===== config.mk =====
export PLATFORM = sky130hd
export DESIGN_NAME = modbus_meter_response_parser
export DESIGN_NICKNAME = d
export VERILOG_FILES = /design/src/rtl/mmrp_pkg.sv /design/src/rtl/mmrp_crc.sv /design/src/rtl/mmrp_frame.sv /design/src/rtl/mmrp_result.sv /design/src/rtl/modbus_meter_response_parser.sv
export SDC_FILE = /design/constraint.sdc
export NUM_CORES = 1
export LEC_CHECK = 0
export BUFFER_PORTS_ARGS = -buffer_cell sky130_fd_sc_hd__buf_2
export CAP_MARGIN = 25
export CORE_MARGIN = 2
export CORE_UTILIZATION = 30
export CTS_CLUSTER_DIAMETER = 30
export DETAILED_ROUTE_END_ITERATION = 6
export SLEW_MARGIN = 20
export SYNTH_ARGS = -nofsm -noshare
export SYNTH_HDL_FRONTEND = slang
export SYNTH_SLANG_ARGS = --single-unit
export TNS_END_PERCENT = 50

===== constraint.sdc =====
create_clock -name clk_i -period 8.71 [get_ports clk_i]
set_input_delay 1.742 -clock clk_i [delete_from_list [all_inputs] [get_ports clk_i]]
set_output_delay 1.742 -clock clk_i [all_outputs]
set_load 0.01 [all_outputs]

===== src/rtl/mmrp_pkg.sv =====
// shared types, constants and the byte-wide crc-16 update for the meter
// response parser; no dependencies
package mmrp_pkg;

  localparam int unsigned FRAME_LIMIT   = 256;
  localparam int unsigned POS_W         = $clog2(FRAME_LIMIT + 1);
  localparam int unsigned MIN_FRAME     = 29;
  localparam int unsigned WORD_COUNT    = 6;
  localparam int unsigned FIRST_CAPTURE = 3;
  localparam int unsigned LAST_CAPTURE  = 26;

  localparam logic [15:0] CRC_SEED   = 16'hFFFF;
  localparam logic [15:0] CRC_POLY   = 16'hA001;
  localparam logic [7:0]  ADDR_RESET = 8'h01;

  typedef logic [31:0] word_t;
  typedef logic [POS_W-1:0] pos_t;

  typedef enum logic [1:0] {
    ST_OK      = 2'd0,
    ST_ADDRESS = 2'd1,
    ST_CRC     = 2'd2,
    ST_SHORT   = 2'd3
  } status_e;

  // end-of-frame result handed from the frame tracker to the result stage
  typedef struct packed {
    logic                       load;
    status_e                    status;
    word_t [WORD_COUNT-1:0]     words;
  } verdict_t;

  // reflected crc-16, one byte: eight shift steps unrolled
  function automatic logic [15:0] crc_feed(logic [15:0] crc, logic [7:0] b);
    logic [15:0] c;
    c = crc ^ {8'h00, b};
    for (int k = 0; k < 8; k++) begin
      if (c[0]) begin
        c = (c >> 1) ^ CRC_POLY;
      end else begin
        c = c >> 1;
      end
    end
    return c;
  endfunction

endpackage


===== src/rtl/mmrp_crc.sv =====
// running modbus crc-16 register, one byte per processed beat
// depends on mmrp_pkg
module mmrp_crc import mmrp_pkg::*; (
  input  logic       clk_i,
  input  logic       rst_ni,
  input  logic       en_i,
  input  logic       last_i,
  input  logic [7:0] byte_i,
  output logic       residue_zero_o
);

  logic [15:0] crc_q, crc_d, crc_next;

  assign crc_next       = crc_feed(crc_q, byte_i);
  assign residue_zero_o = (crc_next == 16'h0000);

  always_comb begin
    crc_d = crc_q;
    if (en_i) begin
      crc_d = last_i ? CRC_SEED : crc_next;
    end
  end

  always_ff @(posedge clk_i or negedge rst_ni) begin
    if (!rst_ni) begin
      crc_q <= CRC_SEED;
    end else begin
      crc_q <= crc_d;
    end
  end

endmodule


===== src/rtl/mmrp_frame.sv =====
// frame tracker: byte position, address match and word capture, plus the
// end-of-frame verdict; depends on mmrp_pkg
module mmrp_frame import mmrp_pkg::*; (
  input  logic       clk_i,
  input  logic       rst_ni,
  input  logic       en_i,
  input  logic       last_i,
  input  logic [7:0] byte_i,
  input  logic [7:0] dev_addr_i,
  input  logic       residue_zero_i,
  output verdict_t   verdict_o
);

  pos_t                   pos_q, pos_d, pos_next, pos_off;
  logic                   addr_q, addr_d, addr_next;
  word_t [WORD_COUNT-1:0] words_q, words_d, words_next;
  logic                   capture;
  logic [2:0]             widx;

  assign addr_next = (pos_q == '0) ? (byte_i == dev_addr_i) : addr_q;
  assign pos_next  = (pos_q < POS_W'(FRAME_LIMIT)) ? pos_q + POS_W'(1) : pos_q;
  assign capture   = (pos_q >= POS_W'(FIRST_CAPTURE)) && (pos_q <= POS_W'(LAST_CAPTURE));
  assign pos_off   = pos_q - POS_W'(FIRST_CAPTURE);
  assign widx      = pos_off[4:2];

  always_comb begin
    for (int w = 0; w < WORD_COUNT; w++) begin
      if (capture && widx == 3'(w)) begin
        words_next[w] = {words_q[w][23:0], byte_i};
      end else begin
        words_next[w] = words_q[w];
      end
    end
  end

  // priority: address, then short frame, then crc
  always_comb begin
    verdict_o.load  = en_i && last_i;
    verdict_o.words = words_next;
    if (!addr_next) begin
      verdict_o.status = ST_ADDRESS;
    end else if (pos_next < POS_W'(MIN_FRAME)) begin
      verdict_o.status = ST_SHORT;
    end else if (!residue_zero_i) begin
      verdict_o.status = ST_CRC;
    end else begin
      verdict_o.status = ST_OK;
    end
  end

  always_comb begin
    pos_d   = pos_q;
    addr_d  = addr_q;
    words_d = words_q;
    if (en_i) begin
      if (last_i) begin
        pos_d   = '0;
        addr_d  = 1'b0;
        words_d = '0;
      end else begin
        pos_d   = pos_next;
        addr_d  = addr_next;
        words_d = words_next;
      end
    end
  end

  always_ff @(posedge clk_i or negedge rst_ni) begin
    if (!rst_ni) begin
      pos_q   <= '0;
      addr_q  <= 1'b0;
      words_q <= '0;
    end else begin
      pos_q   <= pos_d;
      addr_q  <= addr_d;
      words_q <= words_d;
    end
  end

endmodule


===== src/rtl/mmrp_result.sv =====
// result register: status, the held good words and the output valid
// depends on mmrp_pkg
module mmrp_result import mmrp_pkg::*; (
  input  logic                   clk_i,
  input  logic                   rst_ni,
  input  verdict_t               verdict_i,
  input  logic                   out_stall_i,
  output logic                   can_load_o,
  output logic                   out_valid_o,
  output status_e                status_o,
  output word_t [WORD_COUNT-1:0] good_o
);

  logic                   valid_q, valid_d;
  status_e                status_q, status_d;
  word_t [WORD_COUNT-1:0] good_q, good_d;

  assign can_load_o  = !valid_q || !out_stall_i;
  assign out_valid_o = valid_q;
  assign status_o    = status_q;
  // good words only move on a load, so they hold while a beat waits
  assign good_o      = good_q;

  always_comb begin
    valid_d  = valid_q && out_stall_i;
    status_d = status_q;
    good_d   = good_q;
    if (verdict_i.load) begin
      valid_d  = 1'b1;
      status_d = verdict_i.status;
      if (verdict_i.status == ST_OK) begin
        good_d = verdict_i.words;
      end
    end
  end

  always_ff @(posedge clk_i or negedge rst_ni) begin
    if (!rst_ni) begin
      valid_q <= 1'b0;
      good_q  <= '0;
    end else begin
      valid_q <= valid_d;
      good_q  <= good_d;
    end
  end

  always_ff @(posedge clk_i) begin
    status_q <= status_d;
  end

  a_no_overwrite: assert property (@(posedge clk_i) disable iff (!rst_ni)
    verdict_i.load |-> can_load_o)
    else $error("result loaded while a beat is waiting");

  a_hold_good: assert property (@(posedge clk_i) disable iff (!rst_ni)
    (valid_q && out_stall_i) |=> $stable(good_q))
    else $error("good words changed under a waiting beat");

  a_good_only_ok: assert property (@(posedge clk_i) disable iff (!rst_ni)
    (verdict_i.load && verdict_i.status != ST_OK) |=> $stable(good_q))
    else $error("good words changed on a failed frame");

endmodule


===== src/rtl/modbus_meter_response_parser.sv =====
// modbus rtu meter response parser: input register, crc and frame tracking,
// result register; depends on mmrp_pkg, mmrp_crc, mmrp_frame, mmrp_result
// path: a last byte passes the input register, then the result register
// throughput: one byte per cycle; a last byte waits in the input register
// only while an earlier result is still stalled at the output
// reset: async active low, clears frame state, good words, address to 1
module modbus_meter_response_parser import mmrp_pkg::*; (
  input  logic        clk_i,
  input  logic        rst_ni,
  input  logic        device_address_we_i,
  input  logic [7:0]  device_address_i,
  input  logic        in_valid_i,
  output logic        in_stall_o,
  input  logic [7:0]  data_byte_i,
  input  logic        last_byte_i,
  output logic        out_valid_o,
  input  logic        out_stall_i,
  output logic [1:0]  status_o,
  output logic [31:0] voltage_value_o,
  output logic [31:0] current_value_o,
  output logic [31:0] power_value_o,
  output logic [31:0] energy_value_o,
  output logic [31:0] power_factor_value_o,
  output logic [31:0] carbon_value_o
);

  logic [7:0]             addr_q;
  logic                   s1_valid_q, s1_valid_d;
  logic [7:0]             s1_byte_q;
  logic                   s1_last_q;
  logic                   in_accept, proc, can_load, residue_zero;
  verdict_t               verdict;
  status_e                status;
  word_t [WORD_COUNT-1:0] good;

  always_ff @(posedge clk_i or negedge rst_ni) begin
    if (!rst_ni) begin
      addr_q <= ADDR_RESET;
    end else if (device_address_we_i) begin
      addr_q <= device_address_i;
    end
  end

  // plain bytes always move on; a last byte needs room in the result register
  assign proc       = s1_valid_q && (!s1_last_q || can_load);
  assign in_stall_o = s1_valid_q && !proc;
  assign in_accept  = in_valid_i && !in_stall_o;
  assign s1_valid_d = in_accept || (s1_valid_q && !proc);

  always_ff @(posedge clk_i or negedge rst_ni) begin
    if (!rst_ni) begin
      s1_valid_q <= 1'b0;
    end else begin
      s1_valid_q <= s1_valid_d;
    end
  end

  always_ff @(posedge clk_i) begin
    if (in_accept) begin
      s1_byte_q <= data_byte_i;
      s1_last_q <= last_byte_i;
    end
  end

  mmrp_crc u_crc (
    .clk_i          (clk_i),
    .rst_ni         (rst_ni),
    .en_i           (proc),
    .last_i         (s1_last_q),
    .byte_i         (s1_byte_q),
    .residue_zero_o (residue_zero)
  );

  mmrp_frame u_frame (
    .clk_i          (clk_i),
    .rst_ni         (rst_ni),
    .en_i           (proc),
    .last_i         (s1_last_q),
    .byte_i         (s1_byte_q),
    .dev_addr_i     (addr_q),
    .residue_zero_i (residue_zero),
    .verdict_o      (verdict)
  );

  mmrp_result u_result (
    .clk_i       (clk_i),
    .rst_ni      (rst_ni),
    .verdict_i   (verdict),
    .out_stall_i (out_stall_i),
    .can_load_o  (can_load),
    .out_valid_o (out_valid_o),
    .status_o    (status),
    .good_o      (good)
  );

  assign status_o             = status;
  assign voltage_value_o      = good[0];
  assign current_value_o      = good[1];
  assign power_value_o        = good[2];
  assign energy_value_o       = good[3];
  assign power_factor_value_o = good[4];
  assign carbon_value_o       = good[5];

  a_stall_cause: assert property (@(posedge clk_i) disable iff (!rst_ni)
    in_stall_o |-> (s1_last_q && out_valid_o && out_stall_i))
    else $error("input stalled without a waiting result");

  a_stall_holds: assert property (@(posedge clk_i) disable iff (!rst_ni)
    in_stall_o |=> (s1_valid_q && $stable(s1_byte_q) && $stable(s1_last_q)))
    else $error("input register lost a stalled byte");

  a_result_source: assert property (@(posedge clk_i) disable iff (!rst_ni)
    (proc && s1_last_q) |=> out_valid_o)
    else $error("last byte processed without a result");

endmodule


==> results.sh <==
export IMPL_critPathLaunchType="flop"
export IMPL_drtIter0Drc=836
export IMPL_crit_slowest_cell="edfxtp_1"
export IMPL_slew_headroom=0.2968
export IMPL_finalClockSkew_ns=0.02609
export IMPL_cp_max_fo=143
export IMPL_post_cts_buffers=0
export IMPL_critPathMaxStageDelay_ns=0.95
export IMPL_syn_area_mm2=0.01944
export IMPL_synth_nets=1498
export IMPL_finalHoldViolCount=0
export IMPL_hold_buffers=0
export IMPL_rsz0062_at_grt="no"
export IMPL_drc_errors=0
export IMPL_root_buffer="clkbuf_16"
export IMPL_fin_tns_setup_ns=0
export IMPL_hpwlAfterDp_um=32780
export IMPL_ir_drop_v=0.0001685
export IMPL_routed_wirelength_um=52540
export IMPL_required_ns=9.21
export IMPL_seq_area_frac_synth=0.5587
export IMPL_synth_top_area_share=0.5188
export IMPL_synth_seq_cells=431
export IMPL_drive_above_1_share=0.3801
export IMPL_mostFrequentLayoutCells="dfrtp_1, mux2_2, buf_2, mux2_1, a22o_1"
export IMPL_grt_max_degree=178
export IMPL_rows=93
export IMPL_cp_cell_sequence="xnor2_1 > xor2_1 > xor3_1 > xnor2_1 > ha_1 > xnor2_1 > nand4b_1 > nor4_1 > nand4bb_1 > nor4_4 > buf_12 > mux2_2"
export IMPL_final_max_slew_viol_count=0
export IMPL_power_density_mw_per_mm2=268.9
export IMPL_die_w_um=258.6
export IMPL_nNetsFinal=1738
export IMPL_cap_viol_max_count=0
export IMPL_yosysWarnings=0
export IMPL_crit_type="flop to flop"
export IMPL_core_area_mm2=0.06423
export IMPL_numCtsBuffers=100
export IMPL_grt_overflow=0
export IMPL_avgRoutedWirePerCell_um=19.80
export IMPL_cp_data_arrival_time_ns=5.64
export IMPL_crit_top_cell="xnor2_1"
export IMPL_synth_distinct_cells=51
export IMPL_clk_latency_ns=0.64
export IMPL_grt_pass1_vias=13900
export IMPL_fin_crit_ns=5.135
export IMPL_cts_clk_slew_worst_paths_ns=0.05
export IMPL_io_pins=218
export IMPL_dieHeight_um=258.6
export IMPL_cts_resized=0
export IMPL_area_growth_pct=28.16
export IMPL_ant_nets=0
export IMPL_avgSynthCellArea_um2=13.21
export IMPL_syn_instance_count=1472
export IMPL_utilization=0.3879
export IMPL_die_area_mm2=0.06685
export IMPL_vias_per_cell=4.957
export IMPL_start_util=0.3027
export IMPL_clockBufferDepth=3
export IMPL_tritoncts="built"
export IMPL_synth_area_leaders="dfrtp_1, mux2_2, mux2_1, a22o_1, a22oi_1"
export IMPL_outcome="complete, no violations"
export IMPL_antenna_found_initial=2
export IMPL_clock_sinks=431
export IMPL_p_leak_nw=12.32
export IMPL_cts_htree_levels=3
export IMPL_finalCritPeriodShare=0.5896
export IMPL_grt_pass1_wl_um=82710
export IMPL_gp_congestion=0.8034
export IMPL_tightest_slew_ns=1.055
export IMPL_setup_violations_final=0
export IMPL_vias=13150
export IMPL_numPortBuffers=217
export IMPL_grt_usage=0.1588
export IMPL_hold_class="flop to flop"
export IMPL_dr_pass1_iters=5
export IMPL_yosysTopAreaCell="dfrtp_1"
export IMPL_fmax_mhz=194.7
export IMPL_layout_commonest_cell="dfrtp_1"
export IMPL_crit_path_end_kind="flop"
kinds of logic after synthesis:
family | after synthesis | share of synthesized area
XOR/XNOR | 32 | 0.01558
multiplexers | 399 | 0.2307
flip-flops | 431 | 0.5587
buffers and inverters | 117 | 0.03327
AND/OR/NAND/NOR | 181 | 0.04460
adder cells (fa/ha/maj) | 4 | 0.002575
AO/OA/AOI/OAI | 308 | 0.1145
path summary, 6_finish.rpt:
path | start | endpoint | slack, ns | depth (start not counted)
min reg2reg | u_crc.crc_q[3] | u_crc.crc_q[3] | 0.46 | 2
max reg2reg | s1_byte_q[4] | u_result.good_o[58] | 3.57 | 12
min in group asynchronous | rst_ni | u_result.good_o[159] | 1.15 | 1
max in group asynchronous | rst_ni | u_result.good_o[58] | 6.09 | 3
max | s1_byte_q[4] | u_result.good_o[58] | 3.57 | 12
min | u_crc.crc_q[3] | u_crc.crc_q[3] | 0.46 | 2
cell usage after synthesis (all sizes together):
master	n
dfrtp	403
mux2	393
a22o	127
nand2	89
o21ai	89
clkbuf	73
a22oi	62
buf	38
nor2	26
xnor2	26
dfstp	17
a21oi	12
edfxtp	11
nor2b	10
nor3	10
nor4	9
nand3	8
and2	7
inv	6
mux2i	6
a31oi	5
nand2b	5
o22a	5
xor2	5
and3	4
ha	4
nand4	4
or2	3
o31ai	2
a2111oi	1
a21bo	1
a21o	1
a32oi	1
and4b	1
nand3b	1
nand4b	1
nand4bb	1
nor3b	1
o211a	1
o21bai	1
or4b	1
xor3	1
routing by layer:
layer  vias to the layer above  GRT usage  share of wire
met4                         0    0.07884          0.038
met2                       314     0.2478           0.47
li1                       5977          -              -
met1                      6755     0.2085           0.45
met5                         -          0              0
met3                       105    0.03482          0.048
metrics by stage:
stage	power (mW)	hold WS [ns]	area [µm²]	instances	worst slack, ns
after floorplan	2.666	0.4421	19440	1472	4.987
after global placement	2.855	0.4498	21320	2463	3.687
after detailed placement	2.878	0.4530	21350	2464	3.695
after CTS	6.779	0.4646	24880	2651	3.678
after global routing	6.967	0.4878	24910	2653	3.324
final	6.699	0.4614	24910	2653	3.575
flip-flops by register name, summed over array words and instances, names as in the netlist:
register,count
u_frame.pos_q,9
u_result.out_valid_o,1
u_result.good_o,192
u_frame.addr_q,1
s1_byte_q,8
u_frame.words_q,192
s1_last_q,1
s1_valid_q,1
u_result.status_o,2
u_crc.crc_q,16
addr_q,8
power by group:
part,leakage [nW],internal (mW),switching [mW]
clock network,1.69,2.61,1.24
registers,5.87,2.14,0.121
logic,4.77,0.251,0.344
total,12.3,5.00,1.70
worst max-delay path: cells and delay by family (launching register included):
kind                     cells  cell delay (ns)
buffers and inverters        1             0.47
multiplexers                 1             0.42
flip-flops                   1             0.95
adder cells (fa/ha/maj)      1             0.37
XOR/XNOR                     5             1.46
AND/OR/NAND/NOR              4             0.98
area by class of cell:
class | count | area (µm²)
Timing Repair Buffer | 249 | 1414
Clock buffer | 122 | 2716
Sequential cell | 431 | 10860
Clock inverter | 65 | 818.3
Antenna cell | 1 | 2.502
Tap cell | 855 | 1070
Multi-Input combinational cell | 924 | 8009
Fill cell | 6080 | 39320
Inverter | 6 | 22.52
Note: power is estimated with default switching activity, not from simulation.
